<file path="config.mk">
export PLATFORM = sky130hd
export DESIGN_NAME = date_string_difference
export DESIGN_NICKNAME = d
export VERILOG_FILES = /design/src/hdl/dsd_pkg.sv /design/src/hdl/date_string_difference.sv /design/src/hdl/dsd_front.sv /design/src/hdl/dsd_queue.sv /design/src/hdl/dsd_back.sv
export SDC_FILE = /design/constraint.sdc
export NUM_CORES = 1
export LEC_CHECK = 0
export ABC_AREA = 1
export BUFFER_PORTS_ARGS = -buffer_cell sky130_fd_sc_hd__buf_2
export CAP_MARGIN = 20
export CORE_ASPECT_RATIO = 0.75
export CORE_MARGIN = 2
export CORE_UTILIZATION = 53
export CTS_CLUSTER_DIAMETER = 120
export CTS_CLUSTER_SIZE = 10
export DETAILED_ROUTE_END_ITERATION = 6
export GPL_TIMING_DRIVEN = 0
export PLACE_DENSITY = 0.7
export SYNTH_ARGS = -nofsm -noshare
export SYNTH_HDL_FRONTEND = slang
export SYNTH_SLANG_ARGS = --single-unit
</file>
<file path="constraint.sdc">
create_clock -name clock -period 5.3 [get_ports clock]
set_clock_uncertainty 0.15 [all_clocks]
set_input_delay 0.53 -clock clock [delete_from_list [all_inputs] [get_ports clock]]
set_output_delay 0.53 -clock clock [all_outputs]
set_load 0.05 [all_outputs]
</file>
<file path="src/hdl/dsd_pkg.sv">
// ----------------------------------------------------------------------------
// Date string difference package
// Shared widths, the date record passed from parser to calculator, status
// codes and the Gregorian month length table.
// ----------------------------------------------------------------------------
`default_nettype none

package dsd_pkg;

   // Field widths of a parsed date after validation.
   localparam int DAY_W   = 5;
   localparam int MONTH_W = 4;
   localparam int YEAR_W  = 14;
   localparam int DAYS_W  = 6;
   localparam int MLEN_W  = 5;

   // Years below 100, as two-digit years give, are taken as years of this century.
   localparam logic [YEAR_W-1:0] YEAR_SHORT_LIMIT = YEAR_W'(100);
   localparam logic [YEAR_W-1:0] YEAR_SHORT_BASE  = YEAR_W'(2000);

   // Depth of the date queue; a power of two.
   localparam int QUEUE_DEPTH = 2;
   localparam int QUEUE_AW    = $clog2(QUEUE_DEPTH);

   // Result status codes.
   typedef logic [1:0] status_type;
   localparam status_type STATUS_OK        = 2'd0;
   localparam status_type STATUS_START_BAD = 2'd1;
   localparam status_type STATUS_END_BAD   = 2'd2;
   localparam status_type STATUS_ORDER     = 2'd3;

   // One parsed date string, as handed from the parser to the calculator.
   // The year is already adjusted for two-digit years.
   typedef struct packed {
      logic              ok;
      logic              leap;
      logic [DAY_W-1:0]  day;
      logic [MONTH_W-1:0] month;
      logic [YEAR_W-1:0] year;
   } date_rec_type;

   // Days in a month, with February lengthened in a leap year.
   function automatic logic [MLEN_W-1:0] month_length(input logic [MONTH_W-1:0] month,
                                                      input logic leap);
      logic [MLEN_W-1:0] len;
      case (month)
         4'd1:    len = 5'd31;
         4'd2:    len = leap ? 5'd29 : 5'd28;
         4'd3:    len = 5'd31;
         4'd4:    len = 5'd30;
         4'd5:    len = 5'd31;
         4'd6:    len = 5'd30;
         4'd7:    len = 5'd31;
         4'd8:    len = 5'd31;
         4'd9:    len = 5'd30;
         4'd10:   len = 5'd31;
         4'd11:   len = 5'd30;
         4'd12:   len = 5'd31;
         default: len = 5'd0;
      endcase
      return len;
   endfunction

endpackage

`default_nettype wire

</file>
<file path="src/hdl/date_string_difference.sv">
// A result item becomes valid once the end string's record has passed the date queue and the result register.
// Throughput: one character item per cycle; the parser takes a character every cycle while the
// two-entry date queue has room, and the calculator drains one record per cycle.
// The result register frees the queue unless a result item is stalled on rsp_ready.
// Reset (synchronous, active high) returns the parser to the start string's day field,
// empties the queue and drops any pending result item.
// ----------------------------------------------------------------------------
// Date string difference
// Parses a start and an end dd/mm/yy(yy) string streamed one character per
// item and returns the status and year/month/day difference between them.
// ----------------------------------------------------------------------------
`default_nettype none

module date_string_difference (
   input  wire logic                          clock,
   input  wire logic                          reset,
   input  wire logic                          req_valid,
   output logic                               req_ready,
   input  wire logic [7:0]                    req_ch,
   input  wire logic                          req_terminator,
   output logic                               rsp_valid,
   input  wire logic                          rsp_ready,
   output logic [1:0]                         rsp_status,
   output logic [dsd_pkg::YEAR_W-1:0]         rsp_years,
   output logic [dsd_pkg::MONTH_W-1:0]        rsp_months,
   output logic signed [dsd_pkg::DAYS_W-1:0]  rsp_days
);
   import dsd_pkg::*;

   logic         push;
   date_rec_type push_rec;
   logic         queue_full;
   logic         q_not_empty;
   date_rec_type q_rec;
   logic         q_pop;

   // Character parser and validator.
   dsd_front u_front (
      .clock          (clock),
      .reset          (reset),
      .req_valid      (req_valid),
      .req_ready      (req_ready),
      .req_ch         (req_ch),
      .req_terminator (req_terminator),
      .queue_full     (queue_full),
      .push           (push),
      .push_rec       (push_rec)
   );

   // Queue of parsed dates.
   dsd_queue u_queue (
      .clock     (clock),
      .reset     (reset),
      .push      (push),
      .push_rec  (push_rec),
      .full      (queue_full),
      .not_empty (q_not_empty),
      .head_rec  (q_rec),
      .pop       (q_pop)
   );

   // Difference calculator and result register.
   dsd_back u_back (
      .clock       (clock),
      .reset       (reset),
      .q_not_empty (q_not_empty),
      .q_rec       (q_rec),
      .q_pop       (q_pop),
      .rsp_valid   (rsp_valid),
      .rsp_ready   (rsp_ready),
      .rsp_status  (rsp_status),
      .rsp_years   (rsp_years),
      .rsp_months  (rsp_months),
      .rsp_days    (rsp_days)
   );

endmodule

`default_nettype wire

</file>
<file path="src/hdl/dsd_front.sv">
// ----------------------------------------------------------------------------
// Date string parser
// Accepts one character item per cycle while the queue has room, tracks the
// dd/mm/yy(yy) shape and the field values, and on a terminator item
// validates the date and pushes one date record into the queue.
// ----------------------------------------------------------------------------
`default_nettype none

module dsd_front (
   input  wire logic                  clock,
   input  wire logic                  reset,
   input  wire logic                  req_valid,
   output logic                       req_ready,
   input  wire logic [7:0]            req_ch,
   input  wire logic                  req_terminator,
   input  wire logic                  queue_full,
   output logic                       push,
   output dsd_pkg::date_rec_type      push_rec
);
   import dsd_pkg::*;

   localparam logic [7:0] CHAR_ZERO  = 8'h30;
   localparam logic [7:0] CHAR_NINE  = 8'h39;
   localparam logic [7:0] CHAR_SLASH = 8'h2F;

   typedef enum logic [2:0] {
      FLD_DAY   = 3'b001,
      FLD_MONTH = 3'b010,
      FLD_YEAR  = 3'b100
   } field_type;

   field_type         field_ff, field_in;
   logic [2:0]        len_ff, len_in;
   logic [6:0]        day_ff, day_in;
   logic [6:0]        month_ff, month_in;
   logic [YEAR_W-1:0] year_ff, year_in;
   logic              stopped_ff, stopped_in;
   logic              bad_ff, bad_in;
   logic [3:0]        tens_ff, tens_in;
   logic [3:0]        ones_ff, ones_in;
   logic [1:0]        hund_ff, hund_in;

   logic              accept;
   logic              is_digit;
   logic              is_slash;
   logic [3:0]        digit;
   logic              leap;
   logic [MLEN_W-1:0] mlen;
   logic              month_ok;
   logic              day_ok;
   logic              date_ok;
   logic [YEAR_W-1:0] year_adj;

   // An item is taken whenever the queue has room for a record.
   assign req_ready = ~queue_full;
   assign accept    = req_valid & req_ready;

   assign is_digit = (req_ch >= CHAR_ZERO) && (req_ch <= CHAR_NINE);
   assign is_slash = (req_ch == CHAR_SLASH);
   assign digit    = req_ch[3:0];

   // Next-state logic for the character parser.
   always_comb begin
      field_in   = field_ff;
      len_in     = len_ff;
      day_in     = day_ff;
      month_in   = month_ff;
      year_in    = year_ff;
      stopped_in = stopped_ff;
      bad_in     = bad_ff;
      tens_in    = tens_ff;
      ones_in    = ones_ff;
      hund_in    = hund_ff;
      if (accept) begin
         if (req_terminator) begin
            field_in   = FLD_DAY;
            len_in     = 3'd0;
            day_in     = 7'd0;
            month_in   = 7'd0;
            year_in    = '0;
            stopped_in = 1'b0;
            bad_in     = 1'b0;
            tens_in    = 4'd0;
            ones_in    = 4'd0;
            hund_in    = 2'd0;
         end else if (!bad_ff) begin
            case (field_ff)
               FLD_DAY, FLD_MONTH: begin
                  if (is_slash) begin
                     if (len_ff == 3'd1 || len_ff == 3'd2) begin
                        field_in = (field_ff == FLD_DAY) ? FLD_MONTH : FLD_YEAR;
                        len_in   = 3'd0;
                     end else begin
                        bad_in = 1'b1;
                     end
                  end else if (is_digit && len_ff < 3'd2) begin
                     if (field_ff == FLD_DAY) begin
                        day_in = 7'((day_ff << 3) + (day_ff << 1)) + {3'd0, digit};
                     end else begin
                        month_in = 7'((month_ff << 3) + (month_ff << 1)) + {3'd0, digit};
                     end
                     len_in = 3'(len_ff + 3'd1);
                  end else begin
                     bad_in = 1'b1;
                  end
               end
               FLD_YEAR: begin
                  if ((!is_digit && !is_slash) || len_ff >= 3'd4) begin
                     bad_in = 1'b1;
                  end else begin
                     len_in = 3'(len_ff + 3'd1);
                     if (is_slash) begin
                        stopped_in = 1'b1;
                     end else if (!stopped_ff) begin
                        year_in = YEAR_W'((year_ff << 3) + (year_ff << 1))
                                  + {{(YEAR_W-4){1'b0}}, digit};
                        // Keep the last two digits and the hundreds mod 4
                        // for the leap-year rule.
                        hund_in = 2'({hund_ff[0], 1'b0} + tens_ff[1:0]);
                        tens_in = ones_ff;
                        ones_in = digit;
                     end
                  end
               end
               default: begin
                  field_in = FLD_DAY;
               end
            endcase
         end
      end
   end

   // Leap rule on the raw year value from its last two digits and hundreds.
   always_comb begin
      if (tens_ff == 4'd0 && ones_ff == 4'd0) begin
         leap = (hund_ff == 2'd0);
      end else begin
         leap = (2'({tens_ff[0], 1'b0} + ones_ff[1:0]) == 2'd0);
      end
   end

   // Validation: month range, then day against the month, then year.
   assign mlen     = month_length(month_ff[MONTH_W-1:0], leap);
   assign month_ok = (month_ff >= 7'd1) && (month_ff <= 7'd12);
   assign day_ok   = (day_ff != 7'd0) && (day_ff <= {2'd0, mlen});
   assign date_ok  = !bad_ff && (field_ff == FLD_YEAR) &&
                     (len_ff == 3'd2 || len_ff == 3'd4) &&
                     month_ok && day_ok && (year_ff != '0);
   assign year_adj = (year_ff < YEAR_SHORT_LIMIT) ? YEAR_W'(year_ff + YEAR_SHORT_BASE)
                                                  : year_ff;

   // A terminator item closes the string and hands its record on.
   assign push           = accept & req_terminator;
   assign push_rec.ok    = date_ok;
   assign push_rec.leap  = leap;
   assign push_rec.day   = day_ff[DAY_W-1:0];
   assign push_rec.month = month_ff[MONTH_W-1:0];
   assign push_rec.year  = year_adj;

   // Parser registers.
   always_ff @(posedge clock) begin
      if (reset) begin
         field_ff   <= FLD_DAY;
         len_ff     <= 3'd0;
         day_ff     <= 7'd0;
         month_ff   <= 7'd0;
         year_ff    <= '0;
         stopped_ff <= 1'b0;
         bad_ff     <= 1'b0;
         tens_ff    <= 4'd0;
         ones_ff    <= 4'd0;
         hund_ff    <= 2'd0;
      end else begin
         field_ff   <= field_in;
         len_ff     <= len_in;
         day_ff     <= day_in;
         month_ff   <= month_in;
         year_ff    <= year_in;
         stopped_ff <= stopped_in;
         bad_ff     <= bad_in;
         tens_ff    <= tens_in;
         ones_ff    <= ones_in;
         hund_ff    <= hund_in;
      end
   end

   // A bad shape sticks until the string's terminator item.
   assert property (@(posedge clock) disable iff (reset)
      bad_ff && !(accept && req_terminator) |=> bad_ff)
      else $error("format error flag dropped before the terminator item");

endmodule

`default_nettype wire

</file>
<file path="src/hdl/dsd_queue.sv">
// ----------------------------------------------------------------------------
// Date record queue
// Short first-in first-out queue of parsed date records between the parser
// and the difference calculator.
// ----------------------------------------------------------------------------
`default_nettype none

module dsd_queue (
   input  wire logic                  clock,
   input  wire logic                  reset,
   input  wire logic                  push,
   input  wire dsd_pkg::date_rec_type push_rec,
   output logic                       full,
   output logic                       not_empty,
   output dsd_pkg::date_rec_type      head_rec,
   input  wire logic                  pop
);
   import dsd_pkg::*;

   date_rec_type          store_ff [QUEUE_DEPTH];
   logic [QUEUE_AW-1:0]   wr_ptr_ff, wr_ptr_in;
   logic [QUEUE_AW-1:0]   rd_ptr_ff, rd_ptr_in;
   logic [QUEUE_AW:0]     count_ff, count_in;

   assign full      = (count_ff == (QUEUE_AW+1)'(QUEUE_DEPTH));
   assign not_empty = (count_ff != '0);
   assign head_rec  = store_ff[rd_ptr_ff];

   // Pointer and fill count update.
   always_comb begin
      wr_ptr_in = push ? QUEUE_AW'(wr_ptr_ff + 1'b1) : wr_ptr_ff;
      rd_ptr_in = pop  ? QUEUE_AW'(rd_ptr_ff + 1'b1) : rd_ptr_ff;
      count_in  = count_ff;
      if (push && !pop) begin
         count_in = (QUEUE_AW+1)'(count_ff + 1'b1);
      end else if (pop && !push) begin
         count_in = (QUEUE_AW+1)'(count_ff - 1'b1);
      end
   end

   always_ff @(posedge clock) begin
      if (reset) begin
         wr_ptr_ff <= '0;
         rd_ptr_ff <= '0;
         count_ff  <= '0;
      end else begin
         wr_ptr_ff <= wr_ptr_in;
         rd_ptr_ff <= rd_ptr_in;
         count_ff  <= count_in;
      end
   end

   // Record storage.
   always_ff @(posedge clock) begin
      if (push) begin
         store_ff[wr_ptr_ff] <= push_rec;
      end
   end

   assert property (@(posedge clock) disable iff (reset)
      count_ff <= (QUEUE_AW+1)'(QUEUE_DEPTH))
      else $error("date queue holds more records than its depth");

endmodule

`default_nettype wire

</file>
<file path="src/hdl/dsd_back.sv">
// ----------------------------------------------------------------------------
// Date difference calculator
// Takes date records from the queue in start/end pairs, keeps the start
// date, and computes status and the year/month/day difference into the
// result register.
// ----------------------------------------------------------------------------
`default_nettype none

module dsd_back (
   input  wire logic                          clock,
   input  wire logic                          reset,
   input  wire logic                          q_not_empty,
   input  wire dsd_pkg::date_rec_type         q_rec,
   output logic                               q_pop,
   output logic                               rsp_valid,
   input  wire logic                          rsp_ready,
   output logic [1:0]                         rsp_status,
   output logic [dsd_pkg::YEAR_W-1:0]         rsp_years,
   output logic [dsd_pkg::MONTH_W-1:0]        rsp_months,
   output logic signed [dsd_pkg::DAYS_W-1:0]  rsp_days
);
   import dsd_pkg::*;

   logic                     on_end_ff, on_end_in;
   logic                     start_ok_ff;
   logic [DAY_W-1:0]         start_day_ff;
   logic [MONTH_W-1:0]       start_month_ff;
   logic [YEAR_W-1:0]        start_year_ff;
   logic                     rsp_valid_ff, rsp_valid_in;
   status_type               status_ff, status_in;
   logic [YEAR_W-1:0]        years_ff, years_in;
   logic [MONTH_W-1:0]       months_ff, months_in;
   logic signed [DAYS_W-1:0] days_ff, days_in;

   logic                     can_take;
   logic                     after;
   logic [YEAR_W-1:0]        dy0;
   logic signed [4:0]        dm0;
   logic signed [4:0]        dm1;
   logic signed [4:0]        dm2;
   logic signed [DAYS_W-1:0] dd0;
   logic signed [DAYS_W-1:0] dd1;
   logic                     borrow_y;
   logic [MONTH_W-1:0]       prev_month;
   logic [MLEN_W-1:0]        prev_len;

   // A start record is always taken; an end record needs the result slot.
   assign can_take = !on_end_ff || !rsp_valid_ff || rsp_ready;
   assign q_pop    = q_not_empty && can_take;

   // Start after end, compared year first, then month, then day.
   assign after = (start_year_ff > q_rec.year) ||
                  ((start_year_ff == q_rec.year) &&
                   ((start_month_ff > q_rec.month) ||
                    ((start_month_ff == q_rec.month) && (start_day_ff > q_rec.day))));

   // Raw differences, then the month and year borrows.
   assign dy0 = q_rec.year - start_year_ff;
   assign dm0 = $signed({1'b0, q_rec.month}) - $signed({1'b0, start_month_ff});
   assign dd0 = $signed({1'b0, q_rec.day}) - $signed({1'b0, start_day_ff});
   assign borrow_y = (dm0 < 0) || ((dm0 == 0) && (dd0 < 0));
   assign dm1 = borrow_y ? 5'(dm0 + 5'sd12) : dm0;

   // Days are borrowed from the month before the end month.
   assign prev_month = (q_rec.month == 4'd1) ? 4'd12 : MONTH_W'(q_rec.month - 1'b1);
   assign prev_len   = month_length(prev_month, q_rec.leap);

   always_comb begin
      if (dd0 < 0) begin
         dm2 = 5'(dm1 - 5'sd1);
         dd1 = $signed({1'b0, prev_len}) - $signed({1'b0, start_day_ff})
               + $signed({1'b0, q_rec.day});
      end else begin
         dm2 = dm1;
         dd1 = dd0;
      end
   end

   // Start capture and result register next state.
   always_comb begin
      on_end_in    = on_end_ff;
      rsp_valid_in = rsp_valid_ff & ~rsp_ready;
      status_in    = status_ff;
      years_in     = years_ff;
      months_in    = months_ff;
      days_in      = days_ff;
      if (q_pop && on_end_ff) begin
         on_end_in    = 1'b0;
         rsp_valid_in = 1'b1;
         status_in    = STATUS_OK;
         years_in     = '0;
         months_in    = '0;
         days_in      = '0;
         if (!start_ok_ff) begin
            status_in = STATUS_START_BAD;
         end else if (!q_rec.ok) begin
            status_in = STATUS_END_BAD;
         end else if (after) begin
            status_in = STATUS_ORDER;
         end else begin
            years_in  = YEAR_W'(dy0 - {{(YEAR_W-1){1'b0}}, borrow_y});
            months_in = dm2[MONTH_W-1:0];
            days_in   = dd1;
         end
      end else if (q_pop) begin
         on_end_in = 1'b1;
      end
   end

   // Control registers.
   always_ff @(posedge clock) begin
      if (reset) begin
         on_end_ff    <= 1'b0;
         rsp_valid_ff <= 1'b0;
         start_ok_ff  <= 1'b0;
      end else begin
         on_end_ff    <= on_end_in;
         rsp_valid_ff <= rsp_valid_in;
         if (q_pop && !on_end_ff) begin
            start_ok_ff <= q_rec.ok;
         end
      end
   end

   // Start date and result payload.
   always_ff @(posedge clock) begin
      if (q_pop && !on_end_ff) begin
         start_day_ff   <= q_rec.day;
         start_month_ff <= q_rec.month;
         start_year_ff  <= q_rec.year;
      end
      status_ff <= status_in;
      years_ff  <= years_in;
      months_ff <= months_in;
      days_ff   <= days_in;
   end

   assign rsp_valid  = rsp_valid_ff;
   assign rsp_status = status_ff;
   assign rsp_years  = years_ff;
   assign rsp_months = months_ff;
   assign rsp_days   = days_ff;

   assert property (@(posedge clock) disable iff (reset)
      q_pop && on_end_ff |=> rsp_valid_ff)
      else $error("end record taken without a result item");

   assert property (@(posedge clock) disable iff (reset)
      rsp_valid_ff && (status_ff != STATUS_OK) |->
         (years_ff == '0) && (months_ff == '0) && (days_ff == '0))
      else $error("failed result item carries a nonzero difference");

   assert property (@(posedge clock) disable iff (reset)
      rsp_valid_ff && (status_ff == STATUS_OK) |->
         (months_ff <= 4'd11) && (days_ff >= -6'sd2))
      else $error("month or day difference out of range");

endmodule

`default_nettype wire

</file>
==> results.md <==
- Reg power frac: 0.286
- Net switching power figure: 2.494 mW
- Worst-path clk slew: 0.06 ns
- Final Hold Violating Endpoints: 0
- Slew @ Worst Pin: 0.7743 ns
- Initial antenna violation count: 0
- Hold_sp: rsp_ready
- GRT Total Usage: 0.2129
- 1st-pass router iterations: 5
- Vias/cell: around 5
- Post-DRT Antenna Nets: 0
- GRT overflow: 0
- Leakage: 5.040 nW
- Hpwl dp: 15280 um
- Int Pwr: 3.188 mW
- Ys Warns: 0
- Distinct cells, synth: 43
- Initial Util: 0.5371
- # rows: 43
- Net Count, Synth: 1327
- # hold bufs at CTS: 0
- Largest cells by area after synthesis: edfxtp_1 30%, ha_1 13%, dfxtp_1 11%, nand2_1 9.9%, inv_1 7.0%
- Top FF cell, synth: edfxtp_1
- Fin crit period: 4.731 ns
- CP Capture Type: flip-flop
- RSZ-0062 raised after global routing: false
- NumNets Final: 1389
- Final Cell Area: 10960 um2
- Gates resized, CTS repair: 0
- Fillcell total: 1583
- Antenna Cells: 0
- Seq cells post-synth: 152
- Most used cell, CP: nand2_1
- Chip Height: 122.1 um
- Crit path largest cell delay: 0.51 ns
- Die ar.: 19710 um2
- Crit start category: flip-flop
- Gp weighted congestion: between 0.8 and 0.9
- Vias in the first global route: between 7000 and 8000
- Clock sink count: about 150
- # port buffers: 39
- Clock root buffer: clkbuf_16
- Post-synthesis sequential area ratio: 0.4093
- DP Cell Count: 1480
- Slew Limit Fails: 0
- Comb power frac: 0.525
- Number of setup violations in the final report: 0
- Relative slew slack: 0.4832
- CP required: ~5.3 ns
- Async S/R FF share, synth: 0
- Synth top area share: 0.3017
- Crit-path max FO: 9
- Cell Area, Synth: 9854 um2
- Max-Cap Viols: 0
- First-pass GRT wire length: about 33000 um
- Longest Clk Path Bufs: 2
- Buf/Inv on CP: 6
- DRT Wirelength: 19820 um
- CP arrival: 4.76 ns
- Most frequent cells in the layout: 259 x nand2_1, 185 x inv_1, 103 x ha_1
- Tcrit/Tclk final: 0.8927
- Post-synthesis cell count: 1190
- Clock power frac: 0.189
- Vias: 7637
- Average cell area after synthesis: roughly 8.3 um2
- CP Class: flip-flop to flip-flop
- CTS Buf Count: 17
- Hold slack: 0.2504 ns
- Post-synth EDFFs: between 90 and 100
- Critical path's top delay family: simple AND/OR/NAND/NOR gates
- Hold Path Class: primary input to flip-flop
- Die X: 161.5 um
- Leading area contributor after synthesis: edfxtp_1
- Area after DPL: 10440 um2
- Core Area: 18350 um2
- Layout area overhead: 11.19%
- Switching share of power: 0.4389
- Worst IR Drop VDD: approximately 0.24 mV
- Latest clock arrival within the worst-skew pair: 0.43 ns
- Total power density per cell area: roughly 520 nW/um2
- CTS HTree Levels: 4
- Mean routed wirelength per cell: roughly 13 um
- Final Util: 0.5972
- Final cell count without fillers: 1512
- Commonest non-fill, non-tap cell in the layout: nand2_1
- Post-route DRC: 0
- Ports: 41
- Setup TNS: 0 ns
- Largest net degree at the start of global routing: 18
- DR iter-0 viols: 470
- Max Clock Freq: 211.4 MHz
- CTS tree: yes
- Layout cells sized above 1: 0.09881
- Setup Fix Bufs, Post-CTS: 0
- Slowest-stage cell, CP: dfxtp_1
- Status: completed
[power by group through the flow]
| stage | combinational [mW] | sequential (mW) | clock (mW) |
|---|---|---|---|
| floorplan | 2.17 | 1.78 | 0 |
| CTS | 2.98 | 1.63 | 1.09 |
| global route | 3.44 | 1.65 | 1.14 |
| detailed placement | 2.96 | 1.65 | 0 |
| finish | 2.98 | 1.63 | 1.07 |
| global placement | 2.84 | 1.65 | 0 |
[registers in the layout, indices dropped and copies added (netlist names), 5 cells and up, named ones only]
register	cells
u_back.start_year_ff	14
u_back.start_day_ff	5
u_back.rsp_days	6
u_front.month_ff	7
u_queue.store_ff	50
u_back.rsp_years	14
u_front.day_ff	7
u_front.year_ff	13
[worst paths after layout]
path / endpoint / slack, ns / cells past startpoint
worst max register to register: u_back.rsp_years[12] / 0.57 / 28
worst min-delay path: u_back.rsp_valid / 0.25 / 4
worst min register to register: u_front.stopped_ff / 0.32 / 2
worst max-delay path: u_back.rsp_years[12] / 0.57 / 28
[area by class of cell]
class,instances,area [um2],area share
multi-input cells,821,5000,0.4563
flip-flops and latches,152,4034,0.3682
inverters,195,732.0,0.06680
clock buffers,19,432.9,0.03951
well taps,247,309.0,0.02821
repair buffers,43,267.8,0.02444
plain buffers,22,98.84,0.009021
clock inverters,13,82.58,0.007537
[synth_stat cells (2+ instances only)]
library cell,number
or2_1,3
buf_2,6
inv_1,185
nor4_1,3
nand4_1,11
a31oi_1,6
xor2_1,12
nand3_1,87
o21a_1,2
edfxtp_1,99
dfxtp_1,53
ha_1,103
nor3_1,13
xnor2_1,9
a211oi_1,2
clkbuf_1,12
or2_2,26
o21ai_1,3
buf_4,2
nor2_1,102
clkinv_1,2
o21ai_0,50
nand2_1,259
nand3b_1,4
inv_2,8
o211ai_1,5
fa_1,21
o21bai_1,7
a21oi_1,80
a21oi_2,2
[cell families after synthesis]
| kind of cell | Yosys count | share of synthesized area |
|---|---|---|
| compound gates | 160 | 0.08761 |
| xor+xnor | 21 | 0.01866 |
| fa+ha+maj | 124 | 0.1734 |
| buf+inv | 217 | 0.08431 |
| flops | 152 | 0.4093 |
| mux | 1 | 0.001016 |
| simple gates | 515 | 0.2256 |
[metal layers]
layer | GRT usage | vias to the layer above | share of wire
met1 | 0.3015 | 3468 | 0.50
met2 | 0.3368 | 139 | 0.45
met3 | 0.04699 | 12 | 0.039
met5 | 0 | - | 0
met4 | 0.04799 | 0 | 0.0066
li1 | - | 4018 | -
[through the flow]
step | setup slack (ns) | power [mW]
final | 0.5687 | 5.682
after CTS | 0.5490 | 5.699
after global placement | 0.6934 | 4.495
after floorplan | 1.206 | 3.947
after global routing | 0.1171 | 6.225
after detailed placement | 0.5601 | 4.615
[worst min-delay path: cells and delay by family]
family	cells	cell delay (ns)
AO/OA/AOI/OAI	1	0.07
buffers and inverters	2	0.10
AND/OR/NAND/NOR	1	0.08
No activity file was read; power rests on OpenSTA's default activity.
